$ cat config.mk
export PLATFORM = sky130hd
export DESIGN_NAME = ssd_encode
export DESIGN_NICKNAME = d
export VERILOG_FILES = /design/src/hw/rtl/ssd_pkg.sv /design/src/hw/rtl/ssd_encode.sv
export SDC_FILE = /design/constraint.sdc
export NUM_CORES = 1
export LEC_CHECK = 0
export ABC_AREA = 1
export ABC_CLOCK_PERIOD_IN_PS = 4400
export BUFFER_PORTS_ARGS = -buffer_cell sky130_fd_sc_hd__clkbuf_2
export CELL_PAD_IN_SITES_DETAIL_PLACEMENT = 2
export CELL_PAD_IN_SITES_GLOBAL_PLACEMENT = 2
export CORE_AREA = 2 2 110 112
export CTS_CLUSTER_SIZE = 30
export DETAILED_ROUTE_END_ITERATION = 12
export DIE_AREA = 0 0 112 114
export GPL_ROUTABILITY_DRIVEN = 0
export HOLD_SLACK_MARGIN = 0.1
export PLACE_DENSITY = 0.87
export SETUP_SLACK_MARGIN = 0.05
export SLEW_MARGIN = 10
export SYNTH_ARGS = -nofsm -noshare
export SYNTH_HDL_FRONTEND = slang
export SYNTH_SLANG_ARGS = --single-unit
$ cat constraint.sdc
create_clock -name clk -period 4.4 [get_ports clk]
set_clock_uncertainty 0.15 [all_clocks]
set_input_delay 0.44 -clock clk [delete_from_list [all_inputs] [get_ports clk]]
set_output_delay 0.44 -clock clk [all_outputs]
set_load 0.02 [all_outputs]
$ cat src/hw/rtl/ssd_pkg.sv
// ---------------------------------------------------------------------------
// ssd_pkg: shared types and constants for the seven-segment encoder
// Digit count, overflow limit, segment codes and the pipeline word.
// ---------------------------------------------------------------------------
package ssd_pkg;

  // Decimal digits the display is sized for (1 to 10)
  localparam int NUM_DIGITS = 7;

  // Display geometry
  localparam int POSITIONS  = 8;
  localparam int DIGIT_POS  = POSITIONS - 1;
  localparam int ND_CLAMP   = (NUM_DIGITS < 1) ? 1 : ((NUM_DIGITS > 10) ? 10 : NUM_DIGITS);
  // Digits that have a position of their own; higher ones are dropped
  localparam int DIG_STAGES = (ND_CLAMP < DIGIT_POS) ? ND_CLAMP : DIGIT_POS;
  // First position that carries a digit
  localparam int FIRST_POS  = POSITIONS - DIG_STAGES;

  localparam int MAG_W   = 32;
  localparam int LIMIT_W = 36;

  // 10**n - 1, worked out at elaboration
  function automatic logic [LIMIT_W-1:0] max_decimal(input int n);
    logic [LIMIT_W-1:0] acc;
    acc = LIMIT_W'(1);
    for (int i = 0; i < n; i++) begin
      acc = LIMIT_W'(acc * LIMIT_W'(10));
    end
    return LIMIT_W'(acc - LIMIT_W'(1));
  endfunction

  localparam logic [LIMIT_W-1:0] LIMIT = max_decimal(ND_CLAMP);

  // floor(x / 10) == (x * RECIP_10) >> RECIP_SHIFT for every 32-bit x
  localparam logic [MAG_W-1:0] RECIP_10    = 32'hCCCC_CCCD;
  localparam int               RECIP_SHIFT = 35;

  // Segment codes, gfedcba
  localparam logic [7:0] SEG_BLANK = 8'h00;
  localparam logic [7:0] SEG_MINUS = 8'h40;
  localparam logic [7:0] SEG_LOW_O = 8'h5C;
  localparam logic [7:0] SEG_CAP_L = 8'h38;

  // Positions of the overflow text
  localparam int POS_O = 3;
  localparam int POS_L = 4;

  // Word carried down the pipeline
  typedef struct packed {
    logic                             neg;
    logic                             ovf;
    logic [MAG_W-1:0]                 rest;
    logic [DIG_STAGES-1:0][3:0]       digits;
  } word_t;

  // Decimal digit to gfedcba pattern
  function automatic logic [7:0] seg_pattern(input logic [3:0] d);
    logic [7:0] p;
    unique case (d)
      4'd0:    p = 8'h3F;
      4'd1:    p = 8'h06;
      4'd2:    p = 8'h5B;
      4'd3:    p = 8'h4F;
      4'd4:    p = 8'h66;
      4'd5:    p = 8'h6D;
      4'd6:    p = 8'h7D;
      4'd7:    p = 8'h07;
      4'd8:    p = 8'h7F;
      4'd9:    p = 8'h6F;
      default: p = SEG_BLANK;
    endcase
    return p;
  endfunction

endpackage

$ cat src/hw/rtl/ssd_encode.sv
// ---------------------------------------------------------------------------
// ssd_encode: segment encode and output stage
// Maps digits to patterns, blanks leading zeros, builds the overflow image.
// ---------------------------------------------------------------------------
module ssd_encode (
  input  logic              clk,
  input  logic              rst,
  input  logic              up_valid,
  output logic              up_ready,
  input  ssd_pkg::word_t    up_word,
  output logic              dn_valid,
  input  logic              dn_ready,
  output logic [7:0]        dn_image [ssd_pkg::POSITIONS],
  output logic              dn_overflow
);
  import ssd_pkg::*;

  logic [7:0] image_next [POSITIONS];
  logic       lead;

  // Image build: sign, digits with leading-zero blanking, or oL text
  always_comb begin
    lead = 1'b1;
    for (int p = 0; p < POSITIONS; p++) begin
      image_next[p] = SEG_BLANK;
    end
    if (up_word.neg) begin
      image_next[0] = SEG_MINUS;
    end
    if (up_word.ovf) begin
      image_next[POS_O] = SEG_LOW_O;
      image_next[POS_L] = SEG_CAP_L;
    end else begin
      for (int p = FIRST_POS; p < POSITIONS; p++) begin
        image_next[p] = seg_pattern(up_word.digits[DIGIT_POS - p]);
      end
      for (int p = FIRST_POS; p < DIGIT_POS; p++) begin
        if (lead && up_word.digits[DIGIT_POS - p] == 4'd0) begin
          image_next[p] = SEG_BLANK;
        end else begin
          lead = 1'b0;
        end
      end
    end
  end

  assign up_ready = !dn_valid || dn_ready;

  // Output register
  always_ff @(posedge clk) begin
    if (rst) begin
      dn_valid <= 1'b0;
    end else if (up_ready) begin
      dn_valid <= up_valid;
    end
    if (up_ready && up_valid) begin
      dn_image    <= image_next;
      dn_overflow <= up_word.ovf;
    end
  end

endmodule

# Yosys cells after proc, flatten, opt, wreduce, memory -nomap -nowiden
# Memory sizes are Yosys's and may differ from the RTL's. A register that Yosys moved wholly into a read port is not among the register bits.
# Cells that the tools add are included.
totals:
  mem_count: 7
  reg_bits: 66
  mem_bits_ro: 784
  inputBits: 66
classes:
  n_reduce_logical: 20
  mux: 13
mem_list:
  columns: ["memory", "depth", "word_bits", "rd", "rd_ports_with_merged_regs", "wr", "line", "source"]
  rows:
  - ["(name not given)", 16, 7, 1, 1, 0, "ssd_pkg.sv:59", "unique case (d)"]
  - ["(name not given)", 16, 7, 1, 1, 0, "ssd_pkg.sv:59", null]
  - ["(name not given)", 16, 7, 1, 0, 0, "ssd_pkg.sv:59", null]
  - ["(name not given)", 16, 7, 1, 0, 0, "ssd_pkg.sv:59", null]
  - ["(name not given)", 16, 7, 1, 1, 0, "ssd_pkg.sv:59", null]
  - ["(name not given)", 16, 7, 1, 1, 0, "ssd_pkg.sv:59", null]
  - ["1 more memories", null, null, null, null, null, null, null]
ops:
  columns: ["operator", "n"]
  rows:
  - ["$logic_not A4 Y1", 6]
  - ["$mux W7", 2]
  - ["$reduce_or A2 Y1", 6]
  - ["$mux W1", 10]
  - ["$logic_and A1 B1 Y1", 6]
  - ["$mux W6", 1]
  - ["$logic_not A1 Y1", 1]
  - ["$logic_or A1 B1 Y1", 1]

# Longest topological paths before layout
logic_depth:
  word_depth: 17
  ltp_mapped: 8
  ltp_nobuf: 7

# Worst setup path after synthesis
# No wires, ideal clock.
synth_timing:
  path_kind: "input to register"
  startpoint: "input port up_valid"
  endpoint: "register dn_image[0] (netlist name) (enable)"
  n_path_buf: 0
  setup_slack_ps: 806
  path_stages: 2
  arrival_ps: 2968
  required_ps: 3773
  path_cell_list: "inv_1 -> a21oi_1"
synth_between:
  elab_chain_cells: 1
synth_lines:
  columns: ["element", "line", "source"]
  rows:
  - ["start, declared", "ssd_encode.sv:8", "input logic up_valid,"]
  - ["$logic_and A1 B1 Y1", "ssd_encode.sv:56", "if (up_ready && up_valid) begin"]
  - ["end, declared", "ssd_encode.sv:13", "output logic [7:0] dn_image [ssd_pkg::POSITIONS],"]
# Every way passes these cells.
# A chain may end at the register's enable or synchronous reset.

# Final worst setup path
layout_timing:
  startpoint: "register dn_valid"
  endpoint: "register dn_image[28] (netlist name) (enable)"
layout_between:
  elab_chain_cells: 3
layout_lines:
  columns: ["element", "line", "source"]
  rows:
  - ["start, declared", "ssd_encode.sv:11", "output logic dn_valid,"]
  - ["start signal, assigned", "ssd_encode.sv:54", "dn_valid <= up_valid;"]
  - ["$logic_not A1 Y1", "ssd_encode.sv:47", "assign up_ready = !dn_valid || dn_ready;"]
  - ["$logic_or A1 B1 Y1", "ssd_encode.sv:47", null]
  - ["$logic_and A1 B1 Y1", "ssd_encode.sv:56", null]
  - ["end signal, assigned", "ssd_encode.sv:57", "dn_image <= image_next;"]
# Every way passes these cells.

==> out/qor.yml <==
grt_pass1_vias: 2634
grt_util_all_layers_pct: 13.0
vdd_drop_max_uv: 147
antenna_found_initial: 0
cts_made_buffers: 5
io_pins: 133
endpoint_kind: "register"
postCtsHoldBufs: 0
htree_levels: 2
synth.distinct_cells: 30
maxSlewViolCount: 0
cp_slowest_cell: "a21oi_4"
run_status: "completed"
critPathMaxFanout: 26
yosysTopAreaCell: "edfxtp_1"
setup_viol: 0
finalWirelength_um: 8190
period_share_pct: 45.4
synth_area_leaders: "edfxtp_1, ha_1, a21oi_1"
start_util_pct: 27.3
power_density_mw_per_mm2: 328
cts_buffer_depth: 2
portBuffers: 86
fp.coreArea_mm2: 0.0117
diodes: 0
dr.pass1.iters: 4
syn_area_per_cell_um2: 9.69
power.leakage_uw: 0.00187
die_w_um: 112
synthesis.area_mm2: 0.00320
viasPerCell: 4.45
grt-ovfl-total: 0
drtIter0Drc: 95
clk_latency_ns: 0.29
nFillCells: 1344
crit_type: "register to register"
drive_gt1_share_pct: 26.8
area_delta_synth_final_pct: 22.2
ctsResizeCount: 0
finalSetupTns_ns: 0
cp_slowest_stage_delay_ns: 0.67
worst_slew_pin_slew_ns: 0.820
via_count: 2530
cts_root_buf: "clkbuf_16"
ys_seq_elements: 52
path_cells: "a21oi_4, buf_4"
die_y_um: 114
critPathLaunchType: "register"
fin_nets: 525
drv_cap: 0
clk_pin_slew_worst_paths_ns: 0.07
min_path_type: "input pin to register"
synthCells: 330
timing.fmax_mhz: 501
postCtsSetupRepairBufs: 0
dp_hpwl_um: 6780
seq_area_frac_synth_pct: 48.5
clkSinkCount: 52
ys_warn_count: 0
finalHoldViolCount: 0
rsz0062_at_grt: "no"
synth.top_cell.area_share_pct: 47.9
row_count: 40
postRouteAntennaNets: 0
holdWs_ns: 0.156
routedWlPerCell_um: 14.4
slew_headroom_pct: 45.2
drc: 0
grt_pass1_wl_um: 13400
tritoncts: "yes"
die_area_mm2: 0.0128
cp_data_arrival_time_ns: 1.80
fin_crit_ns: 2.00
grt_max_degree: 27
cp.required_ns: 4.21
==> report_power, final <==
group          switching (uW)  internal, uW
Clock                     169           268
Sequential               11.6           588
Combinational             171          71.9
==> layer usage <==
metal / share of wire (%) / wire, um / GRT usage, % / up-vias
met5: 0 / 0 / 0 / -
met4: 1.2 / 102 / 2.93 / 0
met2: 55 / 4500 / 25.3 / 69
li1: - / - / - / 1250
met3: 4.2 / 346 / 2.44 / 9
met1: 40 / 3250 / 14.8 / 1202
==> worst paths after layout <==
kind	from	to	slack, ns	cells after the start
worst max register to register	dn_valid	dn_image[28]	2.40	2
worst min register to register	dn_valid	dn_valid	0.42	2
worst min-delay path	rst	dn_valid	0.16	2
worst max-delay path	dn_valid	dn_image[28]	2.40	2
==> registers in the layout, indices dropped and copies added, names as in the netlist <==
register	cells
dn_overflow	1
dn_valid	1
dn_image	50
==> placed cells by master, fill, tap and decap left out <==
cell type,synthesis,final
clkbuf_2,0,86
o211ai_1,1,1
nor2_2,3,3
a21boi_0,1,1
nor2_1,27,27
edfxtp_1,51,51
dfxtp_1,1,1
clkbuf_16,0,5
o31ai_1,1,1
nor3_1,2,2
nand3_1,7,7
mux2i_1,1,1
a21oi_4,0,1
a31oi_1,5,5
a211oi_1,1,1
o21ai_1,2,2
nand2_1,54,54
nand4_2,1,1
inv_2,4,4
buf_4,14,1
or2_2,5,5
ha_1,39,39
clkinv_2,0,1
nand2_4,1,1
conb_1,1,14
nor2_4,1,1
a21oi_1,43,42
o21ai_0,19,19
bufinv_16,0,1
nand3_4,1,1
nand2_2,2,2
inv_1,39,39
clkbuf_1,0,1
==> per-stage QoR <==
stage                     utilization (%)  power [uW]  setup slack (ns)  std cells  instance area, um^2
after detailed placement             32.0         859              2.14        560                 3740
after global placement               32.0         843              2.17        560                 3740
after floorplan                         -         773             0.806        343                 3250
after global routing                 33.4        1350              2.26        568                 3910
final                                33.4        1280              2.40        568                 3910
after CTS                            33.4        1300              2.36        568                 3910
==> cell families after synthesis <==
group | after synthesis | synth area share [%]
buf+inv | 60 | 9.31
flops | 52 | 48.5
fa+ha+maj | 39 | 15.3
compound gates | 73 | 11.9
simple gates | 104 | 14.5
other cells | 1 | 0.117
mux | 1 | 0.313
==> critical path, delay by kind of cell, from the launching register on <==
kind            cells  cell delay (ns)
flops               1             0.35
compound gates      1             0.67
buf+inv             1             0.46
==> synth_stat cells, drive strengths merged <==
cell and number:
a211oi 1, a21boi 1, a21oi 43, a31oi 5, buf 17, conb 1, dfxtp 1, edfxtp 51
ha 39, inv 43, mux2i 1, nand2 57, nand3 8, nand4 1, nor2 31, nor3 2
o211ai 1, o21ai 21, o31ai 1, or2 5
==> layout make-up <==
| type | count | area (um^2) | share of cell area [%] |
|---|---|---|---|
| clock buffer | 6 | 129 | 3.30 |
| clock inverter | 2 | 35.0 | 0.897 |
| inverter | 43 | 161 | 4.13 |
| multi-input combinational | 231 | 1410 | 36.0 |
| sequential | 52 | 1550 | 39.7 |
| tap | 147 | 184 | 4.71 |
| timing repair buffer | 87 | 438 | 11.2 |
Note: power is estimated with default switching activity, not from simulation.
