**config.mk**
```make
export PLATFORM = sky130hd
export DESIGN_NAME = ssd_range
export DESIGN_NICKNAME = d
export VERILOG_FILES = /design/src/hw/rtl/ssd_pkg.sv /design/src/hw/rtl/ssd_range.sv
export SDC_FILE = /design/constraint.sdc
export NUM_CORES = 1
export LEC_CHECK = 0
export BUFFER_PORTS_ARGS = -buffer_cell sky130_fd_sc_hd__buf_4
export CORE_MARGIN = 3
export CORE_UTILIZATION = 37
export CTS_CLUSTER_DIAMETER = 60
export CTS_CLUSTER_SIZE = 14
export DETAILED_ROUTE_END_ITERATION = 16
export PLACE_DENSITY = 0.75
export SETUP_SLACK_MARGIN = 0.3
export SLEW_MARGIN = 5
export SYNTH_ARGS = -nofsm -noshare
export SYNTH_HDL_FRONTEND = slang
export SYNTH_SLANG_ARGS = --single-unit
```
**constraint.sdc**
```tcl
create_clock -name clk -period 2.2 [get_ports clk]
set_input_delay 0.11 -clock clk [delete_from_list [all_inputs] [get_ports clk]]
set_output_delay 0.11 -clock clk [all_outputs]
set_load 0.01 [all_outputs]
```
**src/hw/rtl/ssd_pkg.sv**
```systemverilog
// ---------------------------------------------------------------------------
// ssd_pkg: shared types and constants for the seven-segment encoder
// Digit count, overflow limit, segment codes and the pipeline word.
// ---------------------------------------------------------------------------
package ssd_pkg;

  // Decimal digits the display is sized for (1 to 10)
  localparam int NUM_DIGITS = 7;

  // Display geometry
  localparam int POSITIONS  = 8;
  localparam int DIGIT_POS  = POSITIONS - 1;
  localparam int ND_CLAMP   = (NUM_DIGITS < 1) ? 1 : ((NUM_DIGITS > 10) ? 10 : NUM_DIGITS);
  // Digits that have a position of their own; higher ones are dropped
  localparam int DIG_STAGES = (ND_CLAMP < DIGIT_POS) ? ND_CLAMP : DIGIT_POS;
  // First position that carries a digit
  localparam int FIRST_POS  = POSITIONS - DIG_STAGES;

  localparam int MAG_W   = 32;
  localparam int LIMIT_W = 36;

  // 10**n - 1, worked out at elaboration
  function automatic logic [LIMIT_W-1:0] max_decimal(input int n);
    logic [LIMIT_W-1:0] acc;
    acc = LIMIT_W'(1);
    for (int i = 0; i < n; i++) begin
      acc = LIMIT_W'(acc * LIMIT_W'(10));
    end
    return LIMIT_W'(acc - LIMIT_W'(1));
  endfunction

  localparam logic [LIMIT_W-1:0] LIMIT = max_decimal(ND_CLAMP);

  // floor(x / 10) == (x * RECIP_10) >> RECIP_SHIFT for every 32-bit x
  localparam logic [MAG_W-1:0] RECIP_10    = 32'hCCCC_CCCD;
  localparam int               RECIP_SHIFT = 35;

  // Segment codes, gfedcba
  localparam logic [7:0] SEG_BLANK = 8'h00;
  localparam logic [7:0] SEG_MINUS = 8'h40;
  localparam logic [7:0] SEG_LOW_O = 8'h5C;
  localparam logic [7:0] SEG_CAP_L = 8'h38;

  // Positions of the overflow text
  localparam int POS_O = 3;
  localparam int POS_L = 4;

  // Word carried down the pipeline
  typedef struct packed {
    logic                             neg;
    logic                             ovf;
    logic [MAG_W-1:0]                 rest;
    logic [DIG_STAGES-1:0][3:0]       digits;
  } word_t;

  // Decimal digit to gfedcba pattern
  function automatic logic [7:0] seg_pattern(input logic [3:0] d);
    logic [7:0] p;
    unique case (d)
      4'd0:    p = 8'h3F;
      4'd1:    p = 8'h06;
      4'd2:    p = 8'h5B;
      4'd3:    p = 8'h4F;
      4'd4:    p = 8'h66;
      4'd5:    p = 8'h6D;
      4'd6:    p = 8'h7D;
      4'd7:    p = 8'h07;
      4'd8:    p = 8'h7F;
      4'd9:    p = 8'h6F;
      default: p = SEG_BLANK;
    endcase
    return p;
  endfunction

endpackage

```
**src/hw/rtl/ssd_range.sv**
```systemverilog
// ---------------------------------------------------------------------------
// ssd_range: overflow check stage
// Flags magnitudes above the largest value the display can show.
// ---------------------------------------------------------------------------
module ssd_range (
  input  logic              clk,
  input  logic              rst,
  input  logic              up_valid,
  output logic              up_ready,
  input  ssd_pkg::word_t    up_word,
  output logic              dn_valid,
  input  logic              dn_ready,
  output ssd_pkg::word_t    dn_word
);
  import ssd_pkg::*;

  word_t dn_word_next;

  // Compare against the decimal limit
  always_comb begin
    dn_word_next     = up_word;
    dn_word_next.ovf = LIMIT_W'(up_word.rest) > LIMIT;
  end

  assign up_ready = !dn_valid || dn_ready;

  // Stage register
  always_ff @(posedge clk) begin
    if (rst) begin
      dn_valid <= 1'b0;
    end else if (up_ready) begin
      dn_valid <= up_valid;
    end
    if (up_ready && up_valid) begin
      dn_word <= dn_word_next;
    end
  end

endmodule

```
==> Word level (Yosys, flattened, before mapping) <==
Index checks and enable logic that the tools add are counted.
{ "totals": {"regBits": 63, "latchBits": 0, "ramBits": 0, "romBits": 0, "input_bits": 66, "wordCells": 15, "mem_count": 0} }
{ "classes": {"n_addsub": 0, "mul": 0, "div_mod_pow": 0, "n_lt_le_gt_ge": 1, "n_eq_ne": 0, "n_shift": 0, "mux": 0, "bitwise": 0, "reduce_logical": 3} }
{ "ops": {"columns": ["op", "n"], "rows": [
  ["greater-than comparator 32 x 24 -> 1 bit (second input constant)", 1],
  ["logical AND 1 bit", 1],
  ["logical NOT 1 bit", 1],
  ["logical OR 1 bit", 1]
]} }

==> Longest topological paths before layout <==
Gate-level depths: netlist of run 1.
{ "logic_depth": {"word_depth": 3, "depth_mapped": 3, "ltp_nobuf": 3} }

==> Worst setup path before layout of run 1 <==
OpenSTA, ideal clock, no wires.
{ "synth_path": {"path_type": "register to register", "startpoint": "reg dn_valid", "endpoint": "reg dn_word[0] in the netlist's numbering, enable pin", "setup_time_ps": 427, "t_arrival_ps": 1982, "required_ps": 1773, "slack_ps": -209, "path_stages_with_launch": 3, "path_buffers": 0, "path_cell_list": "dfxtp_1 > nand2b_1 > and2_1"} }
{ "synth_via": {"elab_chain_cells": 3} }
{ "synth_rtl": {"columns": ["element", "line", "rtl"], "rows": [
  ["start, declared", "ssd_range.sv:11", "output logic dn_valid,"],
  ["start signal, assigned", "ssd_range.sv:32", "dn_valid <= up_valid;"],
  ["logical NOT 1 bit", "ssd_range.sv:25", "assign up_ready = !dn_valid || dn_ready;"],
  ["logical OR 1 bit", "ssd_range.sv:25", null],
  ["via up_ready", "ssd_range.sv:9", "output logic up_ready,"],
  ["logical AND 1 bit", "ssd_range.sv:34", "if (up_ready && up_valid) begin"],
  ["end signal, assigned", "ssd_range.sv:35", "dn_word <= dn_word_next;"],
  ["end, declared", "ssd_range.sv:13", "output ssd_pkg::word_t dn_word"]
]} }
The timed path passes the listed nets, and every way through them passes these cells.
A chain may end at the register's enable or synchronous reset.

==> flow_summary.yaml, run 1 <==
grt:
  grt_pass1_wl_mm: 9.14
  grt_util_all_layers_pct: 20.3
  grt_max_degree: 63
  antenna_found_initial: 0
  grt_overflow: 0
  grt_pass1_vias: 1693
synth:
  yosysTopAreaCell: "edfxtp_1"
  avgSynthCellArea_um2: 25.3
  synth.net_count: 145
  netlist-cell-type-count: 16
  synth_area_leaders: "edfxtp_1, dfxtp_1, a2111oi_2"
  synth.top_cell.area_share_pct: 93.2
  ys_warn_count: 0
  syn_inst: 79
  syn_area_um2: 2000
  synth-seq-cells: 63
  seq_area_frac_synth_pct: 94.2
clock_tree:
  cts_buffers: 9
  clock-sinks: 63
  htreeDepth: 3
  clockBufferDepth: 2
  cts_tree: "built"
  postCtsResizedCells: 0
  clk_latency_ns: 0.33
  clk_pin_slew_ns: 0.07
  cts-root-buf: "clkbuf_8"
sta:
  setup-tns-final_ns: 0
  max_freq_ghz: 0.649
  rsz0062_at_grt: "no"
  layout_setup_ws_ns: 0.659
  hold_viol: 0
  finalCritPeriodShare_pct: 70.0
  fin_skew_ns: 0.00613
  worst_pin_slew_ns: 0.314
  min_period_ns: 1.54
  maxSlewViolCount: 0
  setup_viol: 0
  maxSlewHeadroom_pct: 79.0
floorplan:
  die_x_um: 79.5
  fp.dieH_um: 79.5
  ioPinCount: 130
  die_area_um2: 6320
  core_area_um2: 5170
  initial_utilization_pct: 38.6
  rows: 26
detailed_routing:
  wl_per_cell_um: 17.8
  vias_per_cell: 4.47
  drc: 0
  antenna_left: 0
  wirelength_mm: 6.35
  first_pass_iters: 4
  drt_iter0_drc: 90
  vias: 1590
worst_setup_path:
  crit_path_start_kind: "input port"
  setup.worst_path.end_class: "register"
  crit_type: "input port to register"
  rr_worst_depth: 3
  worstPathRequired_ns: 2.27
  cp.arrival_ns: 1.61
  crit_fanout: 3
final_layout:
  area_growth_pct: 97.6
  fin_util_pct: 76.3
  final_cell_mix: "buf_4, edfxtp_1, dlygate4sd3_1, clkbuf_8, bufinv_16"
  final_common_cell: "buf_4"
  layout-drive-gt1-share_pct: 51.4
  num-nets-final: 347
  n_antenna_cell: 0
min_path:
  holdPathStages: 3
  hold_path_class: "input port to register"
run:
  maxCapViolations: 0
power_and_ir_drop:
  p_leak_nw: 1.65
  ir_drop_mv: 0.461
  p_per_area_nw_per_um2: 782
  report.power.total_mw: 3.09
place:
  io_buffer_count: 128
  place_congestion: 0.747
  pre_cts_ws_ns: 0.871
outcome:
  outcome: "complete, no violations"
## through the flow
stage,area [um2],hold slack (ns),cells
3_3_place_gp,3070,0.268,278
5_1_grt,3950,0.0528,356
6_report,3950,0.0515,356
2_1_floorplan,2000,0.179,79
4_1_cts,3950,0.0191,356
3_5_place_dp,3070,0.269,278
## final cells by class
| class | count | area [um2] |
|---|---|---|
| Sequential cell | 63 | 1880 |
| Timing Repair Buffer | 191 | 1600 |
| Fill cell | 283 | 1220 |
| Clock inverter | 7 | 135 |
| Clock buffer | 9 | 124 |
| Multi-Input combinational cell | 14 | 110 |
| Tap cell | 70 | 87.6 |
| Inverter | 2 | 7.51 |
## worst max-delay path, cell delays in order
cell	delay, ns
dlygate4sd3_1	0.54
buf_4	0.14
a211o_2	0.33
a2111oi_2	0.39
o211ai_2	0.10
## Yosys cell counts (all sizes together)
cell type	number
edfxtp	62
a211o	2
inv	2
nor4	2
a2111oi	1
a21oi	1
and2	1
and3	1
dfxtp	1
nand2b	1
nand3	1
nand4	1
o211ai	1
o21ai	1
or4b	1
## state kept, by name, summed over array words and instances (netlist names)
| name | count |
|---|---|
| dn_word | 62 |
| dn_valid | 1 |
## cell families (layout without fill, tap and decap cells)
| family | Yosys count | in the layout | share of synthesized area (%) |
|---|---|---|---|
| AOI/OAI and AO/OA | 6 | 6 | 2.82 |
| buffers and inverters | 2 | 209 | 0.376 |
| DFF | 63 | 63 | 94.2 |
| and+or+nand+nor | 8 | 8 | 2.63 |
## metal layers
layer  track usage (%)  vias up  part of all wire, %
met5                 0        -                    0
met1              21.1      749                   36
li1                  -      734                    -
met4              7.22        0                  2.1
met3              9.71       13                  9.9
met2              35.5       94                   52
## where the power goes
| group | internal (mW) | switching, mW |
|---|---|---|
| logic | 0.230 | 0.145 |
| registers | 1.40 | 0.0241 |
| clock network | 0.860 | 0.429 |
## timing repair
item,CTS,global route
hold buffers,62,0
buffers inserted,0,0
endpoints found under the hold margin,62,0
setup endpoints to repair,0,0
## worst paths after layout
check,start,endpoint,slack [ns]
worst max-delay path,up_word[39],dn_word[60],0.66
worst min-delay path,up_valid,dn_valid,0.05
worst max register to register,dn_valid,dn_word[46],0.95
worst min register to register,dn_valid,dn_valid,0.54
Power figures use the tool's default switching activity.
==> run 2: changes to the inputs <==
- CORE_UTILIZATION: 37 -> 41
- PLACE_DENSITY: 0.75 -> 0.78
- clock period: 2.2 -> 1.6 ns (I/O delays scaled with it)
==> flow_summary.yaml, run 2 (synthesis results as in run 1) <==
worst_setup_path:
  crit_type: "input port to register"
  crit_path_end: "dn_word[60]"
  cp_slowest_cell: "dlygate4sd3_1"
  cp.arrival_ns: 1.34
  cp_slowest_stage_delay_ns: 0.55
  r2r_start: "dn_valid"
  cp_top_family: "buffers and inverters"
  setup.worst_path.end_class: "register"
  worstSetupStartpoint: "up_word[56]"
  cp.depth: 5
  rr_endpoint: "dn_valid"
  rr_worst_depth: 3
  worstPathCellList: "dlygate4sd3_1 > buf_4 > nor4_1 > and3_1 > o211ai_2"
  reg2reg_slack_ns: 0.41
  cp_num_buf_inv: 2
  worstPathRequired_ns: 1.67
  crit_path_start_kind: "input port"
  crit_fanout: 2
clock_tree:
  cts_buffers: 9
  clk_pin_slew_ns: 0.06
  clock-sinks: 63
  clockBufferDepth: 2
  cts-root-buf: "clkbuf_8"
  postCtsResizedCells: 0
  cts_tree: "built"
  postCtsSetupBuffers: 0
  clk_latency_ns: 0.32
  htreeDepth: 3
outcome:
  outcome: "complete, no violations"
final_layout:
  n_antenna_cell: 0
  final_common_cell: "buf_4"
  reg.largest.list: "dn_word x62, dn_valid x1"
  num-nets-final: 349
  multiInputGateArea_um2: 119
  registers.top_by_ff_count: "dn_word"
  n_fill_cell: 206
  final_cell_mix: "buf_4, dlygate4sd3_1, edfxtp_1, clkbuf_8, clkinv_1"
  layout-drive-gt1-share_pct: 50.7
  regArea_um2: 1880
  area_growth_pct: 93.4
  largest_register_ffs: 62
place:
  place_congestion: 0.705
  io_buffer_count: 128
floorplan:
  rows: 24
  ioPinCount: 130
  fp.dieH_um: 75.8
  initial_utilization_pct: 44.1
  core_area_um2: 4530
  die_x_um: 75.8
  die_area_um2: 5750
detailed_routing:
  vias_per_cell: 4.63
  drt_iter0_drc: 55
  drc: 0
  wl_per_cell_um: 18.0
  wirelength_mm: 6.32
  vias: 1624
  first_pass_iters: 4
  antenna_left: 0
grt:
  antenna_found_initial: 0
  grt_overflow: 0
  grt_pass1_vias: 1744
  grt_util_all_layers_pct: 23.1
  grt_pass1_wl_mm: 8.87
  grt_max_degree: 38
power_and_ir_drop:
  pwr-share-seq_pct: 55.4
  p_sw_mw: 0.761
  p_leak_nw: 1.62
  pwr-share-clk_pct: 29.7
  netSwitchingFraction_pct: 21.5
  p_int_mw: 2.78
  p_per_area_nw_per_um2: 916
  combPwrFrac_pct: 14.9
  ir_drop_mv: 0.717
sta:
  setup_viol: 0
  rsz0062_at_grt: "no"
  setup-tns-final_ns: 0
  finalCritPeriodShare_pct: 79.2
  fin_skew_ns: 0.00219
  hold_viol: 0
  worst_pin_slew_ns: 0.318
  max_freq_ghz: 0.789
  min_period_ns: 1.27
  maxSlewHeadroom_pct: 78.7
  maxSlewViolCount: 0
  final.hold.worst_slack_ns: 0.231
run:
  maxCapViolations: 0
min_path:
  hold_path_class: "input port to register"
  holdCritStartpoint: "up_word[41]"
  holdPathStages: 4
==> run 2: changes by cell type in the layout (fill, tap and decap cells not counted), sizes merged <==
cell	previous run	this run
bufinv	4	0
clkinv	2	4
buf	129	130
clkbuf	9	10
clkinvlp	1	0
dlygate4sd3	62	63
==> run 2: what timing repair did <==
item / 4_1_cts / 5_1_grt
hold buffers: 63 / 0
setup endpoints to repair: 0 / 0
hold endpoints to repair: 62 / 0
==> run 2: metrics by stage <==
stage               instance area (um2)  power (mW)  cells  worst slack, ns  util, %
finish                             3860        3.54    351            0.332     85.2
global route                       3860        3.67    351            0.312     85.2
CTS                                3860        3.55    351            0.367     85.2
detailed placement                 3090        2.38    274            0.305     68.2
global placement                   3090        2.37    274            0.316     68.2
floorplan                          2010        2.08     79            0.272        -
==> run 2: worst min-delay path by stage <==
stage | slack [ns] | end
floorplan | 0.14 | dn_valid
global placement | 0.23 | dn_valid
detailed placement | 0.23 | dn_valid
CTS | 0.21 | dn_word[60]
global route | 0.24 | dn_word[60]
finish | 0.23 | dn_word[60]
==> run 2: routing by layer <==
layer | vias up | part of all wire [%] | GRT usage [%]
met5 | - | 0 | 0
met2 | 118 | 51 | 39.4
met4 | 0 | 3.5 | 13.6
met1 | 756 | 34 | 22.7
li1 | 728 | - | -
met3 | 22 | 11 | 10.8
==> run 2: tightest hold or removal path, delay by kind of cell <==
kind,cells,cell delay [ns]
AOI/OAI and AO/OA,3,0.27
buffers and inverters,1,0.09
==> run 2: cell type report <==
type | instances | share of cell area [%]
Inverter | 2 | 0.194
Tap cell | 65 | 2.10
Clock inverter | 4 | 0.388
Multi-Input combinational cell | 14 | 3.08
Clock buffer | 10 | 3.30
Timing Repair Buffer | 193 | 42.2
Sequential cell | 63 | 48.7
==> run 2: power by group through the flow <==
stage / Combinational, mW / Sequential [mW] / Clock, mW
4_1_cts: 0.518 / 1.95 / 1.07
6_report: 0.528 / 1.96 / 1.05
5_1_grt: 0.562 / 1.97 / 1.14
3_5_place_dp: 0.394 / 1.99 / 0
2_1_floorplan: 0.0417 / 2.04 / 0
3_3_place_gp: 0.386 / 1.98 / 0
==> run 3: changes to the inputs <==
- clock period: 1.6 -> 1.3 ns (I/O delays scaled with it)
==> flow_summary.yaml, run 3 (synthesis results as in run 1) <==
outcome:
  outcome: "complete, no violations"
final_layout:
  layout-drive-gt1-share_pct: 53.4
  n_antenna_cell: 0
  fin_util_pct: 89.8
  final_cell_mix: "buf_4, edfxtp_1, dlygate4sd3_1, clkbuf_8, buf_6"
  final_common_cell: "buf_4"
  finalNonFillerCells: 361
  fin_area_um2: 4070
  largest_register_ffs: 62
  area_growth_pct: 104
  n_fill_cell: 164
  reg.largest.list: "dn_word x62, dn_valid x1"
  num-nets-final: 357
  registers.top_by_ff_count: "dn_word"
detailed_routing:
  wl_met1_mm: 2.82
  drt_iter0_drc: 117
  highest_layer: "met4"
  first_pass_iters: 4
  route.met3.wl_um: 816
  wl_met2_mm: 4.08
  vias_per_cell: 4.74
  antenna_left: 0
  drc: 0
  wirelength_mm: 7.95
  wl_per_cell_um: 22.0
  vias: 1712
power_and_ir_drop:
  p_leak_nw: 1.73
  pwr-share-clk_pct: 33.9
  combPwrFrac_pct: 15.6
  p_sw_mw: 1.08
  ir_drop_mv: 0.987
  pwr-share-seq_pct: 50.5
  p_int_mw: 3.70
  p_per_area_nw_per_um2: 1170
  netSwitchingFraction_pct: 22.6
sta:
  min_period_ns: 1.14
  maxSlewViolCount: 0
  max_freq_ghz: 0.875
  fin_skew_ns: 0.00888
  maxSlewHeadroom_pct: 66.4
  rsz0062_at_grt: "yes"
  hold_viol: 0
  setup_viol: 0
  setup-tns-final_ns: 0
  finalCritPeriodShare_pct: 87.9
  worst_pin_slew_ns: 0.500
clock_tree:
  htreeDepth: 3
  clk_latency_ns: 0.33
  clockBufferDepth: 2
  cts-root-buf: "clkbuf_8"
  cts_tree: "built"
  clk_pin_slew_ns: 0.07
  cts_buffers: 9
  clock-sinks: 63
  postCtsSetupBuffers: 0
floorplan:
  ioPinCount: 130
  fp.dieH_um: 75.8
  die_x_um: 75.8
  die_area_um2: 5750
  rows: 24
  core_area_um2: 4530
  initial_utilization_pct: 44.1
worst_setup_path:
  crit_path_start_kind: "register"
  setup.worst_path.end_class: "register"
  cp.arrival_ns: 1.20
  crit_type: "register to register"
  crit_fanout: 6
  worstPathRequired_ns: 1.35
grt:
  grt_max_degree: 24
  grt_util_all_layers_pct: 25.7
  grt_overflow: 0
  grt_pass1_vias: 1874
  grt_pass1_wl_mm: 9.93
  antenna_found_initial: 0
run:
  maxCapViolations: 0
place:
  io_buffer_count: 128
  placed_cell_area_um2: 3100
  place_congestion: 0.705
  dp.cells: 274
min_path:
  hold_path_class: "input port to register"
run 3: changes by cell type in the layout (fill, tap and decap cells not counted), sizes merged:
| cell | delta |
|---|---|
| dlymetal6s4s | +2 |
| clkbuf | +4 |
| bufinv | +1 |
| and2 | +1 |
| buf | +4 |
| dlygate4sd3 | -2 |
run 3: timing repair:
item / CTS / global route
endpoints found under the setup margin: 62 / 65
gates resized for setup: 1 / 5
hold endpoints to repair: 62 / 0
pin swaps: 0 / 3
hold buffers: 63 / 0
cloned: 1 / 7
run 3: area by class of cell:
class / instances / area (um2) / area share (%)
Sequential cell: 63 / 1880 / 46.2
Timing Repair Buffer: 200 / 1780 / 43.6
Multi-Input combinational cell: 15 / 145 / 3.56
Clock buffer: 11 / 131 / 3.22
Tap cell: 65 / 81.3 / 2.00
Clock inverter: 5 / 48.8 / 1.20
Inverter: 2 / 7.51 / 0.184
run 3: stage by stage:
step / power, mW / setup WS [ns] / hold slack [ns]
final: 4.78 / 0.157 / 0.0659
after global placement: 2.92 / 0.113 / 0.217
after detailed placement: 2.94 / 0.100 / 0.221
after floorplan: 2.56 / -0.0277 / 0.127
after CTS: 4.65 / 0.199 / 0.0117
after global routing: 4.96 / 0.128 / 0.0698
run 3: power by group through the flow:
stage	registers, mW	logic, mW	clock network, mW
3_3_place_gp	2.44	0.480	0
3_5_place_dp	2.45	0.490	0
5_1_grt	2.42	0.783	1.75
2_1_floorplan	2.51	0.0531	0
4_1_cts	2.40	0.656	1.59
6_report	2.42	0.745	1.62
run 3: worst paths after layout:
kind	cells past startpoint	to	slack, ns	start
hold / removal	3	dn_valid	0.07	dn_ready
setup reg to reg	3	dn_word[25]	0.16	dn_valid
hold reg to reg	2	dn_valid	0.56	dn_valid
setup / recovery	3	dn_word[25]	0.16	dn_valid
run 3: worst max-delay path: stages, from the launching register on:
cell       delay, ns
dfxtp_2         0.35
nand2b_4        0.08
and2_4          0.25
clkbuf_16       0.18
run 3: per-layer routing:
| metal | vias to the layer above | global-route usage (%) |
|---|---|---|
| met1 | 814 | 28.2 |
| met4 | 0 | 13.4 |
| li1 | 751 | - |
| met3 | 20 | 11.6 |
| met5 | - | 0 |
| met2 | 127 | 41.9 |
