<file path="src/hw/rtl/ssd_pkg.sv">
// ---------------------------------------------------------------------------
// ssd_pkg: shared types and constants for the seven-segment encoder
// Digit count, overflow limit, segment codes and the pipeline word.
// ---------------------------------------------------------------------------
package ssd_pkg;

  // Decimal digits the display is sized for (1 to 10)
  localparam int NUM_DIGITS = 7;

  // Display geometry
  localparam int POSITIONS  = 8;
  localparam int DIGIT_POS  = POSITIONS - 1;
  localparam int ND_CLAMP   = (NUM_DIGITS < 1) ? 1 : ((NUM_DIGITS > 10) ? 10 : NUM_DIGITS);
  // Digits that have a position of their own; higher ones are dropped
  localparam int DIG_STAGES = (ND_CLAMP < DIGIT_POS) ? ND_CLAMP : DIGIT_POS;
  // First position that carries a digit
  localparam int FIRST_POS  = POSITIONS - DIG_STAGES;

  localparam int MAG_W   = 32;
  localparam int LIMIT_W = 36;

  // 10**n - 1, worked out at elaboration
  function automatic logic [LIMIT_W-1:0] max_decimal(input int n);
    logic [LIMIT_W-1:0] acc;
    acc = LIMIT_W'(1);
    for (int i = 0; i < n; i++) begin
      acc = LIMIT_W'(acc * LIMIT_W'(10));
    end
    return LIMIT_W'(acc - LIMIT_W'(1));
  endfunction

  localparam logic [LIMIT_W-1:0] LIMIT = max_decimal(ND_CLAMP);

  // floor(x / 10) == (x * RECIP_10) >> RECIP_SHIFT for every 32-bit x
  localparam logic [MAG_W-1:0] RECIP_10    = 32'hCCCC_CCCD;
  localparam int               RECIP_SHIFT = 35;

  // Segment codes, gfedcba
  localparam logic [7:0] SEG_BLANK = 8'h00;
  localparam logic [7:0] SEG_MINUS = 8'h40;
  localparam logic [7:0] SEG_LOW_O = 8'h5C;
  localparam logic [7:0] SEG_CAP_L = 8'h38;

  // Positions of the overflow text
  localparam int POS_O = 3;
  localparam int POS_L = 4;

  // Word carried down the pipeline
  typedef struct packed {
    logic                             neg;
    logic                             ovf;
    logic [MAG_W-1:0]                 rest;
    logic [DIG_STAGES-1:0][3:0]       digits;
  } word_t;

  // Decimal digit to gfedcba pattern
  function automatic logic [7:0] seg_pattern(input logic [3:0] d);
    logic [7:0] p;
    unique case (d)
      4'd0:    p = 8'h3F;
      4'd1:    p = 8'h06;
      4'd2:    p = 8'h5B;
      4'd3:    p = 8'h4F;
      4'd4:    p = 8'h66;
      4'd5:    p = 8'h6D;
      4'd6:    p = 8'h7D;
      4'd7:    p = 8'h07;
      4'd8:    p = 8'h7F;
      4'd9:    p = 8'h6F;
      default: p = SEG_BLANK;
    endcase
    return p;
  endfunction

endpackage

</file>
<file path="src/hw/rtl/ssd_magnitude.sv">
// ---------------------------------------------------------------------------
// ssd_magnitude: sign and magnitude stage
// Splits the two's complement input into a sign flag and an unsigned size.
// ---------------------------------------------------------------------------
module ssd_magnitude (
  input  logic              clk,
  input  logic              rst,
  input  logic              up_valid,
  output logic              up_ready,
  input  logic [31:0]       up_value,
  output logic              dn_valid,
  input  logic              dn_ready,
  output ssd_pkg::word_t    dn_word
);
  import ssd_pkg::*;

  word_t dn_word_next;

  // Negate when negative; the most negative value maps onto 2**31
  always_comb begin
    dn_word_next        = '0;
    dn_word_next.neg    = up_value[31];
    dn_word_next.rest   = up_value[31] ? MAG_W'(~up_value + 32'd1) : up_value;
  end

  assign up_ready = !dn_valid || dn_ready;

  // Stage register
  always_ff @(posedge clk) begin
    if (rst) begin
      dn_valid <= 1'b0;
    end else if (up_ready) begin
      dn_valid <= up_valid;
    end
    if (up_ready && up_valid) begin
      dn_word <= dn_word_next;
    end
  end

endmodule

</file>
<file path="config.mk">
export PLATFORM = sky130hd
export DESIGN_NAME = ssd_magnitude
export DESIGN_NICKNAME = d
export VERILOG_FILES = /design/src/hw/rtl/ssd_pkg.sv /design/src/hw/rtl/ssd_magnitude.sv
export SDC_FILE = /design/constraint.sdc
export NUM_CORES = 1
export LEC_CHECK = 0
export BUFFER_PORTS_ARGS = -buffer_cell sky130_fd_sc_hd__buf_2
export CAP_MARGIN = 20
export CORE_MARGIN = 3
export CORE_UTILIZATION = 46
export CTS_BUF_LIST = sky130_fd_sc_hd__clkbuf_8 sky130_fd_sc_hd__clkbuf_16
export CTS_CLUSTER_SIZE = 14
export DETAILED_ROUTE_END_ITERATION = 8
export MAX_ROUTING_LAYER = met4
export PLACE_DENSITY = 0.88
export SYNTH_ARGS = -nofsm -noshare
export SYNTH_HDL_FRONTEND = slang
export SYNTH_SLANG_ARGS = --single-unit
</file>
<file path="constraint.sdc">
create_clock -name clk -period 2.1 [get_ports clk]
set_input_delay 0.21 -clock clk [delete_from_list [all_inputs] [get_ports clk]]
set_output_delay 0.21 -clock clk [all_outputs]
set_load 0.02 [all_outputs]
</file>
---- Yosys cells after proc, flatten, opt, wreduce, memory -nomap -nowiden ----
Cells that the tools add are included.
cells by class
  add/subtract/negate cells ............... 1
  mux-type cells .......................... 1
  bitwise gates (word level) .............. 1
  reductions and logical operators ........ 3
operators by type and width
  kind                                                              number
  32-bit by 1-bit adder with 32-bit output (second input constant)  1
  32-bit inverter                                                   1
  31-bit 2-to-1 mux                                                 1
  1-bit logical AND                                                 1
  1-bit zero test                                                   1
  1-bit logical OR                                                  1
word-level totals
  register bits ........................... 34
  input bits .............................. 36
  output and inout port bits .............. 64
  word-level logic and storage cells ...... 10

---- Longest topological paths before layout ----
Gate-level depths: netlist of the first run.
  depth in word-level cells ............... 3
  gate-level depth with buffers ........... 5
  depth with buffers taken out ............ 5

---- Least setup slack after synthesis of the first run ----
Ideal clock, no wire load.
  path kind ............................... register to register
  start point ............................. register dn_valid
  end point ............................... register dn_word[28] in the netlist's numbering (enable)
  library setup time ...................... 0.393 ns
  data arrival time ....................... 1.470 ns
  slack ................................... 0.237 ns
  stages on the path, launching flop included .. 3
  buffers on the path ..................... 0
  period minus slack after synthesis ...... 1.863 ns
  cell sequence ........................... dfxtp_1 -> nand2b_1 -> and2_1
on the way
  cells in the longest elaborated chain, start to end .. 3
ends and longest elaborated chain
  item                    line                 text
  from (decl)             ssd_magnitude.sv:11  output logic dn_valid,
  from (signal assigned)  ssd_magnitude.sv:33  dn_valid <= up_valid;
  1-bit zero test         ssd_magnitude.sv:26  assign up_ready = !dn_valid || dn_ready;
  1-bit logical OR        ssd_magnitude.sv:26
  net up_ready            ssd_magnitude.sv:9   output logic up_ready,
  1-bit logical AND       ssd_magnitude.sv:35  if (up_ready && up_valid) begin
  to (signal assigned)    ssd_magnitude.sv:36  dn_word <= dn_word_next;
  to (decl)               ssd_magnitude.sv:13  output ssd_pkg::word_t dn_word
The timed path passes the listed nets, and every way through them passes these cells.
A chain may end at the register's enable or synchronous reset.

==> results summary, run 1 <==
The slack of the worst reg-to-reg path is roughly 0.85 ns. The worst setup path is captured at a flip-flop. Overall power consumption after layout is estimated at ~0.0016 W. The H-tree depth reported by CTS came out at 2. For this run, the register share of the synthesized area comes to 51.14%. The run finished with clean final reports. The HPWL after detailed placement is between 3 and 4 mm. Setup repair after global routing left no endpoint under its margin. The pin count of the biggest net entering global routing is 34. The die is around 72 um wide. The post-route core utilization is 57.90%. Summing the areas of all compound-gate instances in the mapped netlist gives around a tenth of the synthesized area. The length of the first detailed-routing pass in iterations is 4. The number of antenna violations at the first check in global routing is 0. The number of input and output port buffers inserted came out at 70. The number of max-capacitance violations reported is 0. The total count of hold-check failures in the final report is 0.

The relative max-transition margin is between 60% and 70%. The worst setup margin came out at about 0.44 ns. No sink is reached through more buffers than the 2 on the longest clock path. The share of synthesized area in the top cell type comes to around half. The maximum net fanout on the critical path came out at 6. The area share of xor/xnor cells in the synthesized design came out at about an eighth. The area growth from synthesis to layout is 19.68%. Walking the worst path, the cells encountered are buf_2 > nor4_4 > nand4_1 > o41ai_1 > xnor2_1. The final layout contains 278 nets. The global-route total usage across every layer came out at between 10% and 20%. In this run the critical register-to-register path is captured at dn_word[29]. The number of top-level pins is 100. The detailed router finished its first iteration with 132 violations.

The clock-pin slew on the worst setup and hold paths came out at about 0.07 ns. The share of synthesized area spent on multiplexers is 0%. The data required time of the worst path came out at ~2.1 ns.

The critical path's largest stage delay came out at about 0.45 ns. The number of cells on the worst reg-to-reg path is 3. The number of synthesized flops with an enable pin is 33. The synthesized area per cell is about 12 um2. In the post-synthesis netlist, the biggest area contributors are sky130_fd_sc_hd__edfxtp_1, sky130_fd_sc_hd__xnor2_1, sky130_fd_sc_hd__buf_4, sky130_fd_sc_hd__o31ai_1, sky130_fd_sc_hd__o41ai_1. The clock buffer count from CTS came out at 5.

The cell area that synthesis handed to floorplanning was slightly below 0.002 mm2. The critical path is of the primary input to flip-flop type. For hold timing, the worst endpoint is dn_valid. The peak supply drop is about 280 uV.

In the layout the commonest cells are sky130_fd_sc_hd__buf_2, sky130_fd_sc_hd__edfxtp_1, sky130_fd_sc_hd__xnor2_1, sky130_fd_sc_hd__conb_1, sky130_fd_sc_hd__nand2_1. The number of clock sinks seen by CTS is 34. The slowest stage of the critical path belongs to the cell sky130_fd_sc_hd__nor4_4. The worst clock skew on the final layout came out at just under 0.006 ns.

The layout has 338 filler cells. The worst min-delay path class is primary input to flip-flop. The worst hold path begins at rst. After detailed routing, the number of remaining DRC violations is 0. In this run, placement finished with an instance count of 283. Among cell families on the critical path, the largest total delay comes from simple AND/OR/NAND/NOR gates. The TritonCTS clock tree is done. The routed length per placed instance came out at around 14 um.

The number of pins exceeding their max-slew limit in the final report is 0. The wire length of the first global-routing pass is around 5.9 mm. The global placer's final weighted congestion is ~0.85. CTS placed an instance of sky130_fd_sc_hd__clkbuf_8 at the clock tree root. The area of the die is 0.005120 mm2. Synthesis handed over a netlist of 165 instances. The worst path in the final design needs a cycle of roughly 1.7 ns, including I/O delays and setup. The adder-cell share of the synthesized area came out at between 1 and 1.5%. The number of setup violations in the final report came out at 0. The latest clock arrival within the worst-skew pair is 0.29 ns. The final cell count without fillers is a little under 300. By area, the combinational part of the netlist is dominated by XOR/XNOR gates. The most common cell after layout, fill and taps aside is sky130_fd_sc_hd__buf_2. The via count of the first global-routing pass is about 1,300. The buffers inserted during post-CTS setup optimization is 0.

The overflow left after global routing is 0. The fraction of synthesis flops using an asynchronous set or reset pin is 0%. The static power due to leakage came out at roughly 0.94 nW.

The setup TNS after final layout came out at 0 ns. Synthesis instantiated 28 different standard cells from the library. The quantity of gates resized following cts came out at 0. The antenna diode instance count came out at 0. The initial core utilization came out at just under 50%. The simple-gate share of the synthesized area came out at between 10 and 15%. The peak clock frequency supported by timing is 603.8 MHz. For this run, the leading register cell type out of synthesis is sky130_fd_sc_hd__edfxtp_1. The worst setup path is launched from a primary input. The flip-flop and latch count after synthesis came out at 34. The number of hold buffers added after CTS was 0. The count of nets left with antenna violations after detail routing came out at 0. The total via count after detailed routing came out at 1,463. The origin of the critical flop-to-flop path is dn_valid. OpenSTA, run right after detailed placement, puts the worst setup slack at 0.1280 ns. The fraction of layout instances using a drive strength above 1 came out at between 30% and 40%.

In this run the power density over the cells is about 690 mW/mm2. The routed design has 4.058 mm of wire. The number of buffers and inverters on the critical path is 1. Using the TritonRoute via totals, the vias-per-cell ratio works out to around 5.0. Of all cell types, the one taking the most synthesized area is sky130_fd_sc_hd__edfxtp_1. Data arrives at the worst endpoint at 1.69 ns. The number of synthesis warnings came out at 0. The standard cell core area came out at 0.004086 mm2. Of the available clock period, the critical path in the final layout requires approximately four fifths. The worst hold path cell count is 2. The number of rows created at floorplan is 23. The height of the chip came out at approximately 72 um.

The slew of the pin with the lowest slew margin is approximately 0.52 ns.
## area by class of cell
class / instances / area (um2) / area share (%)
flip-flops and latches: 34 / 1011 / 42.73
multi-input cells: 124 / 830.8 / 35.11
repair buffers: 72 / 365.4 / 15.44
clock buffers: 5 / 68.82 / 2.909
well taps: 50 / 62.56 / 2.644
clock inverters: 3 / 16.27 / 0.6875
inverters: 3 / 11.26 / 0.4759
## synthesized netlist by cell type (all sizes together), types with 2 or more instances
cell,instances
o21ai,8
o41ai,7
nand2,12
or3,2
nand4,3
nor2,5
ha,2
nand2b,2
o31ai,11
xnor2,29
clkbuf,3
buf,29
nor4,5
inv,3
edfxtp,33
or4,3
## power breakdown
group	switching (W)	total [W]	internal (W)
combinational	0.000236	0.000350	0.000115
clock	0.000242	0.000468	0.000227
sequential	0.0000116	0.000825	0.000814
## worst reg2reg max path, delay by kind of cell (launching register included)
kind / cells / cell delay [ns]
AND/OR/NAND/NOR: 2 / 0.22
flip-flops: 1 / 0.31
buffers and inverters: 1 / 0.37
## logic make-up after synthesis
logic type / count (synthesis)
compound gates: 27
simple gates: 37
flops: 34
fa+ha+maj: 2
buf+inv: 35
xor+xnor: 29
other cells: 1
## layer usage
metal | GRT usage [%] | share of wire, %
met5 | - | 0
met4 | 7.098 | 1.5
met3 | 4.769 | 12
met2 | 23.98 | 49
met1 | 18.64 | 38
## worst max path at each step
stage | start | end | slack, ns | depth (start not counted)
2_1_floorplan | dn_valid | dn_word[28] | 0.24 | 2
3_3_place_gp | up_value[5] | dn_word[56] | 0.23 | 5
3_5_place_dp | up_value[5] | dn_word[46] | 0.13 | 5
4_1_cts | up_value[5] | dn_word[46] | 0.43 | 5
5_1_grt | up_value[5] | dn_word[46] | 0.32 | 5
6_report | up_value[5] | dn_word[46] | 0.44 | 5
## sequential cells by signal (all words and copies together) (netlist names)
name and flops:
dn_word 33, dn_valid 1
## through the flow
step	instance area (um2)	hold WS, ns
3_5_place_dp	2281	0.3679
2_1_floorplan	2082	0.2791
6_report	2366	0.06929
3_3_place_gp	2281	0.3641
5_1_grt	2366	0.07100
4_1_cts	2366	0.06605
Note: power is estimated with default switching activity, not from simulation.
==> inputs of run 2 (changes only) <==
--- a/config.mk
+++ b/config.mk
@@ -8,12 +8,12 @@
 export BUFFER_PORTS_ARGS = -buffer_cell sky130_fd_sc_hd__buf_2
 export CAP_MARGIN = 20
 export CORE_MARGIN = 3
-export CORE_UTILIZATION = 46
+export CORE_UTILIZATION = 41
 export CTS_BUF_LIST = sky130_fd_sc_hd__clkbuf_8 sky130_fd_sc_hd__clkbuf_16
 export CTS_CLUSTER_SIZE = 14
 export DETAILED_ROUTE_END_ITERATION = 8
 export MAX_ROUTING_LAYER = met4
-export PLACE_DENSITY = 0.88
+export PLACE_DENSITY = 0.83
 export SYNTH_ARGS = -nofsm -noshare
 export SYNTH_HDL_FRONTEND = slang
 export SYNTH_SLANG_ARGS = --single-unit
==> constraint.sdc (replaced) <==
create_clock -name clk -period 1.3 [get_ports clk]
set_input_delay 0.13 -clock clk [delete_from_list [all_inputs] [get_ports clk]]
set_output_delay 0.13 -clock clk [all_outputs]
set_load 0.02 [all_outputs]
==> results summary, run 2 (synthesis results as in run 1) <==
The number of filler instances in the final layout came out at between 300 and 400. The tightest min-delay check is of the primary input to flip-flop type. The detailed router finished its first iteration with 98 violations. The number of cells in the design after placement is 320.

Counting instances, the worst hold path has a depth of 3. At the end of the flow, the number of nets in the layout was 319. The cell at the root of the clock tree is sky130_fd_sc_hd__clkbuf_8. The via count of the first global-routing pass is roughly 1,600. The origin of the worst min-delay path is up_valid.

The standard cell core area is 0.004504 mm2. The count of nets left with antenna violations once routing finished came out at 0. The worst path in the final design needs a cycle of around 1.4 ns, including I/O delays and setup.

The number of flip-flops under the largest register name came out at 33. In the final layout, the registers with the most flip-flops are dn_word (33), dn_valid (1). The peak supply drop came out at 539.7 uV. The buffer depth of the longest clock path is 2. The number of rows created at floorplan came out at 24.

The most common cell after layout, fill and taps aside is sky130_fd_sc_hd__buf_2. The largest individual stage delay along the critical path comes from the cell sky130_fd_sc_hd__nor4_4. For this design the top-level I/O count stands at 100. The endpoint of the worst-slack reg-to-reg timing path is dn_word[53]. The post-route total power came out at around 0.0029 W. The worst clock skew on the final layout came out at 0.008651 ns. 0 antenna diodes ended up in the layout.

dn_word holds more flip-flops than any other register. The HPWL after detailed placement is between 3 and 4 mm. The area overhead of the layout relative to synthesis is 50.70%. The number of cells on the worst reg-to-reg path is 2.

Once layout is complete, the cells apart from fillers number between 300 and 400. The post-route clock period utilization came out at 108.9%. Setup slack on the worst reg-to-reg path comes out at 0.13 ns. The H-tree depth reported by CTS came out at 2.

TritonCTS built the clock tree. The number of pins exceeding their max-slew limit in the final report came out at 0. The number of antenna violations at the first check in global routing came out at 0.

The worst setup path is launched from a primary input. The global placer's final weighted congestion is ~0.84. The post-route DRC violation count is 0.

The number of input and output port buffers inserted is 70. The total count of hold-check failures in the final report is 0. The run finished, with violations left. The startpoint identified for the worst register-to-register timing path is dn_valid. Traced cell by cell, the critical path runs through buf_6 > nor4_4 > buf_4 > buf_4 > nand4_1 > buf_6 > o41ai_4 > xnor2_1. In the final routed layout, each cell accounts on average for 16.04 um. The height of the chip came out at ~75 um. The overflow left after global routing is 0.

For this run, the total global-route usage over all layers was measured as between 10% and 20%. The wire length of the first global-routing pass came out at just under 8 mm. The clock buffer count from CTS came out at 5.

The static power due to leakage is 1.250 nW. The arrival time at the worst endpoint is 1.45 ns. The final reports fail on negative setup slack. The total via count after detailed routing came out at approximately 1,700.

The latest clock arrival within the worst-skew pair came out at ~0.30 ns. The maximum net fanout on the critical path is 6. The hold-critical path endpoint is dn_valid.

The die covers ~0.0057 mm2. The pin count of the biggest net entering global routing came out at 34. The worst setup margin came out at -0.1157 ns. The setup slack at placement came out at -0.4585 ns.

The type of element capturing the critical path is a flip-flop. The peak clock frequency supported by timing is between 700 and 800 MHz. Before antenna repair, the detailed router went through 4 iterations.

The data required time of the worst path came out at ~1.3 ns. The total wire length is between 5 and 6 mm. Dividing total power by cell area gives a power density of 961.6 mW/mm2.

The critical path's largest stage delay is roughly 0.27 ns. The number of clock sinks seen by CTS is 34. The initial core utilization came out at 43.89%. The die is about 75 um wide. In the routed layout, each cell is associated on average with a via count of between 5 and 6.

The clock-pin slew on the worst setup and hold paths is 0.06 ns. Across the run, the number of max-cap violations was 0. Setup repair after global routing could not meet its margin everywhere. The library cells used most frequently in the layout, excluding fill and tap cells, are sky130_fd_sc_hd__buf_2, sky130_fd_sc_hd__buf_4, sky130_fd_sc_hd__edfxtp_1.

The fraction of layout instances using a drive strength above 1 is 53.90%. By startpoint and endpoint, the worst setup path is classified as primary input to flip-flop. The setup TNS after final layout is -0.5055 ns. Setup violations remaining at the end of the flow were counted as 11.
run 2: how the worst max path moves through the flow:
| stage | from | endpoint | slack, ns | cells after the start |
|---|---|---|---|---|
| 2_1_floorplan | up_value[2] | dn_word[59] | -0.25 | 4 |
| 3_3_place_gp | up_value[2] | dn_word[59] | -0.41 | 6 |
| 3_5_place_dp | up_value[2] | dn_word[59] | -0.46 | 6 |
| 4_1_cts | up_value[5] | dn_word[59] | -0.12 | 6 |
| 5_1_grt | up_value[3] | dn_word[46] | -0.19 | 8 |
| 6_report | up_value[3] | dn_word[46] | -0.12 | 8 |
run 2: where the power goes:
| part | switching, W | internal [W] |
|---|---|---|
| logic | 0.000449 | 0.000282 |
| registers | 0.0000194 | 0.00132 |
| clock network | 0.000383 | 0.000416 |
run 2: metal layers:
| metal | up-vias | global-route usage, % | share of wire (%) |
|---|---|---|---|
| met3 | 16 | 5.937 | 8.6 |
| met5 | - | - | 0 |
| met2 | 97 | 34.61 | 52 |
| li1 | 782 | - | - |
| met4 | 0 | 7.961 | 2.9 |
| met1 | 807 | 18.89 | 36 |
run 2: cell type report:
| class | instances | area, um2 | share of cell area (%) |
|---|---|---|---|
| multi-input cells | 124 | 1094 | 36.71 |
| well taps | 52 | 65.06 | 2.184 |
| clock buffers | 6 | 82.58 | 2.772 |
| inverters | 3 | 11.26 | 0.3780 |
| flip-flops and latches | 34 | 1011 | 33.94 |
| clock inverters | 2 | 7.507 | 0.2520 |
| repair buffers | 113 | 708.2 | 23.77 |
run 2: critical path, delay by kind of cell:
family / cells / cell delay, ns
AO/OA/AOI/OAI: 1 / 0.24
buffers and inverters: 4 / 0.57
AND/OR/NAND/NOR: 2 / 0.38
XOR/XNOR: 1 / 0.13
run 2: through the flow:
stage	util, %	area, um2	hold slack, ns
final	66.14	2979	0.09865
after global routing	66.14	2979	0.09928
after CTS	64.14	2889	0.09936
after detailed placement	58.00	2613	0.2932
after global placement	58.00	2613	0.2845
after floorplan	-	2136	0.1991
run 2: what timing repair did:
action | CTS | global route
hold buffers | 1 | 0
cloned | 0 | 0
endpoints found under the hold margin | 1 | 0
resized for setup | 24 | 18
endpoints found under the setup margin | 14 | 23
setup buffers | 5 | 0
pin swaps | 9 | 5
==> inputs of run 3 (changes only) <==
--- a/config.mk
+++ b/config.mk
@@ -14,6 +14,7 @@
 export DETAILED_ROUTE_END_ITERATION = 8
 export MAX_ROUTING_LAYER = met4
 export PLACE_DENSITY = 0.83
+export SETUP_SLACK_MARGIN = 0.5
 export SYNTH_ARGS = -nofsm -noshare
 export SYNTH_HDL_FRONTEND = slang
 export SYNTH_SLANG_ARGS = --single-unit
==> results summary, run 3 (synthesis results as in run 1) <==
The post-route clock period utilization came out at 119.1%. The HPWL after detailed placement is ~3.5 mm. Clock tree synthesis selected as its root buffer the cell sky130_fd_sc_hd__clkbuf_8. Once detail routing completed, the nets flagged for antenna violations numbered 0. TritonCTS built the clock tree. The initial core utilization is roughly 44%. The analysis attributes to cell leakage a power of roughly 1.7 nW. The most crowded layer after global routing is met2. The maximum net fanout on the critical path is 5.

The number of flip-flops under the largest register name came out at 33. During placement, the flow inserted port buffers numbering 70. The number of rows created at floorplan is 24.

The time the final worst path needs with I/O delays and setup is 1.548 ns. The die is 75.44 um tall. The number of pins exceeding their max-slew limit in the final report came out at 0. The post-detailed-placement cell area is about 0.0027 mm2. The total count of hold-check failures in the final report came out at 0. The type of element capturing the critical path is a flip-flop.

Setup repair after global routing could not meet its margin everywhere. The buffer depth of the longest clock path came out at 2. The total via count after detailed routing came out at 2,174. For the final database, setup skew stands at about 0.0061 ns.

The latest clock arrival within the worst-skew pair came out at 0.30 ns. The fraction of met3 tracks used by global routing came out at 7.256%. The number of clock buffers added by TritonCTS is 5. After floorplanning, the core was sized to cover approximately 0.0045 mm2. After the last flow step, the layout net total stands at about 350. dn_word holds more flip-flops than any other register. The post-route DRC violation count is 0. Entering global routing, the biggest net connects 34 pins. Leaving out fill and tap cells, the most frequent cells in the layout are sky130_fd_sc_hd__buf_6, sky130_fd_sc_hd__buf_4, sky130_fd_sc_hd__edfxtp_1. The post-route netlist has about two thirds of its cells at a drive strength greater than 1.

The power density over cell area is between 800 and 900 mW/mm2. The arrival time at the worst endpoint is 1.58 ns. The area used by multi-input combinational logic came out at 0.001325 mm2. The overflow left after global routing is 0. Once routing completed, OpenROAD measured the worst setup slack at -0.2480 ns. The data required time of the worst path is about 1.3 ns.

Using the TritonRoute via totals, the vias-per-cell ratio works out to approximately 5.9. The final reports fail on negative setup slack. The area growth from synthesis to layout is 99.18%.

The smallest hold slack came out at about 0.13 ns. The routed length per placed instance is 26.93 um. The peak clock frequency supported by timing came out at 646.0 MHz. Registers take a little over 0.001 mm2.

The total wire length came out at 9.910 mm. The critical path is of the primary input to flip-flop type. The clock-pin slew on the worst setup and hold paths came out at approximately 0.07 ns. The met1 routing resource usage after global routing is 34.30%. The H-tree was split into 2 levels. The via count of the first global-routing pass is ~2,000.

The wire length of the first global-routing pass is 11.34 mm. The worst setup path is launched from a primary input. The die boundary width came out at around 75 um. The setup TNS after final layout is -2.793 ns. The number of antenna violations at the first check in global routing came to 1.

The number of clock sinks seen by CTS came out at 34. The peak supply drop is between 500 and 600 uV. In the global route stage, overall resource usage came out at between 20% and 30%. Before antenna repair, the detailed router went through 7 iterations.

The area of all placed cells without fillers is 0.003938 mm2. Cells fill slightly below 90% of the core in the end. The number of top-level pins came out at 100. The die covers 0.005691 mm2. Routability-driven placement finished with a final weighted congestion of 0.8032. In the final layout, the registers with the most flip-flops are dn_word (33), dn_valid (1). The number of filler instances in the final layout came out at about 180.

The run finished, with violations left. The most common cell after layout, fill and taps aside is sky130_fd_sc_hd__buf_6. The number of max-capacitance violations reported came out at 0. After the first detailed-routing iteration, the DRC count stood at around 250. The min-delay analysis places its worst path in the category primary input to flip-flop.

In the global route stage, met2 resource usage came out at 45.35%. Setup violations remaining at the end of the flow were counted as 20.
## run 3: path summary, 6_finish.rpt
| path | startpoint | slack, ns | endpoint | depth (start not counted) |
|---|---|---|---|---|
| max | up_value[8] | -0.25 | dn_word[53] | 6 |
| min | up_valid | 0.13 | dn_valid | 3 |
| max reg2reg | dn_valid | 0.09 | dn_word[30] | 4 |
| min reg2reg | dn_valid | 0.79 | dn_valid | 5 |
## run 3: layout make-up
| type | count | area share [%] |
|---|---|---|
| inverters | 3 | 0.3495 |
| repair buffers | 146 | 36.48 |
| well taps | 52 | 1.652 |
| diodes | 1 | 0.06355 |
| clock inverters | 3 | 0.2860 |
| multi-input cells | 124 | 33.65 |
| flip-flops and latches | 34 | 25.77 |
| clock buffers | 5 | 1.748 |
## run 3: timing repair
action                                  4_1_cts  5_1_grt
hold buffers                                  1        0
pin swaps                                    15       22
gates resized for setup                     141       44
endpoints found under the setup margin       96       98
hold endpoints to repair                      1        0
cloned                                        4        0
buffers inserted                             16       14
## run 3: routing by layer
metal	share of wire, %	vias up
met2	48	198
met3	11	36
met1	37	1079
met5	0	-
li1	-	861
met4	3.4	0
## run 3: worst max-delay path, cell delays in order
cell	delay, ns
sky130_fd_sc_hd__buf_8	0.10
sky130_fd_sc_hd__nor4_4	0.38
sky130_fd_sc_hd__nand4_4	0.22
sky130_fd_sc_hd__buf_4	0.22
sky130_fd_sc_hd__o41ai_4	0.36
sky130_fd_sc_hd__xnor2_1	0.16
## run 3: metrics by stage
step / total power [W] / cells / setup slack, ns
floorplan: 0.001802 / 193 / -0.2466
global placement: 0.002028 / 324 / -0.3904
detailed placement: 0.002045 / 324 / -0.4629
CTS: 0.003048 / 353 / -0.1117
global route: 0.003389 / 368 / -0.2744
finish: 0.003302 / 368 / -0.2480
## run 3: report_power, final
part / internal, W / switching, W / leakage (nW)
Combinational: 0.000538 / 0.000597 / 1.28
Sequential: 0.00132 / 0.0000570 / 0.328
Clock: 0.000358 / 0.000434 / 0.0519
Total: 0.00221 / 0.00109 / 1.66
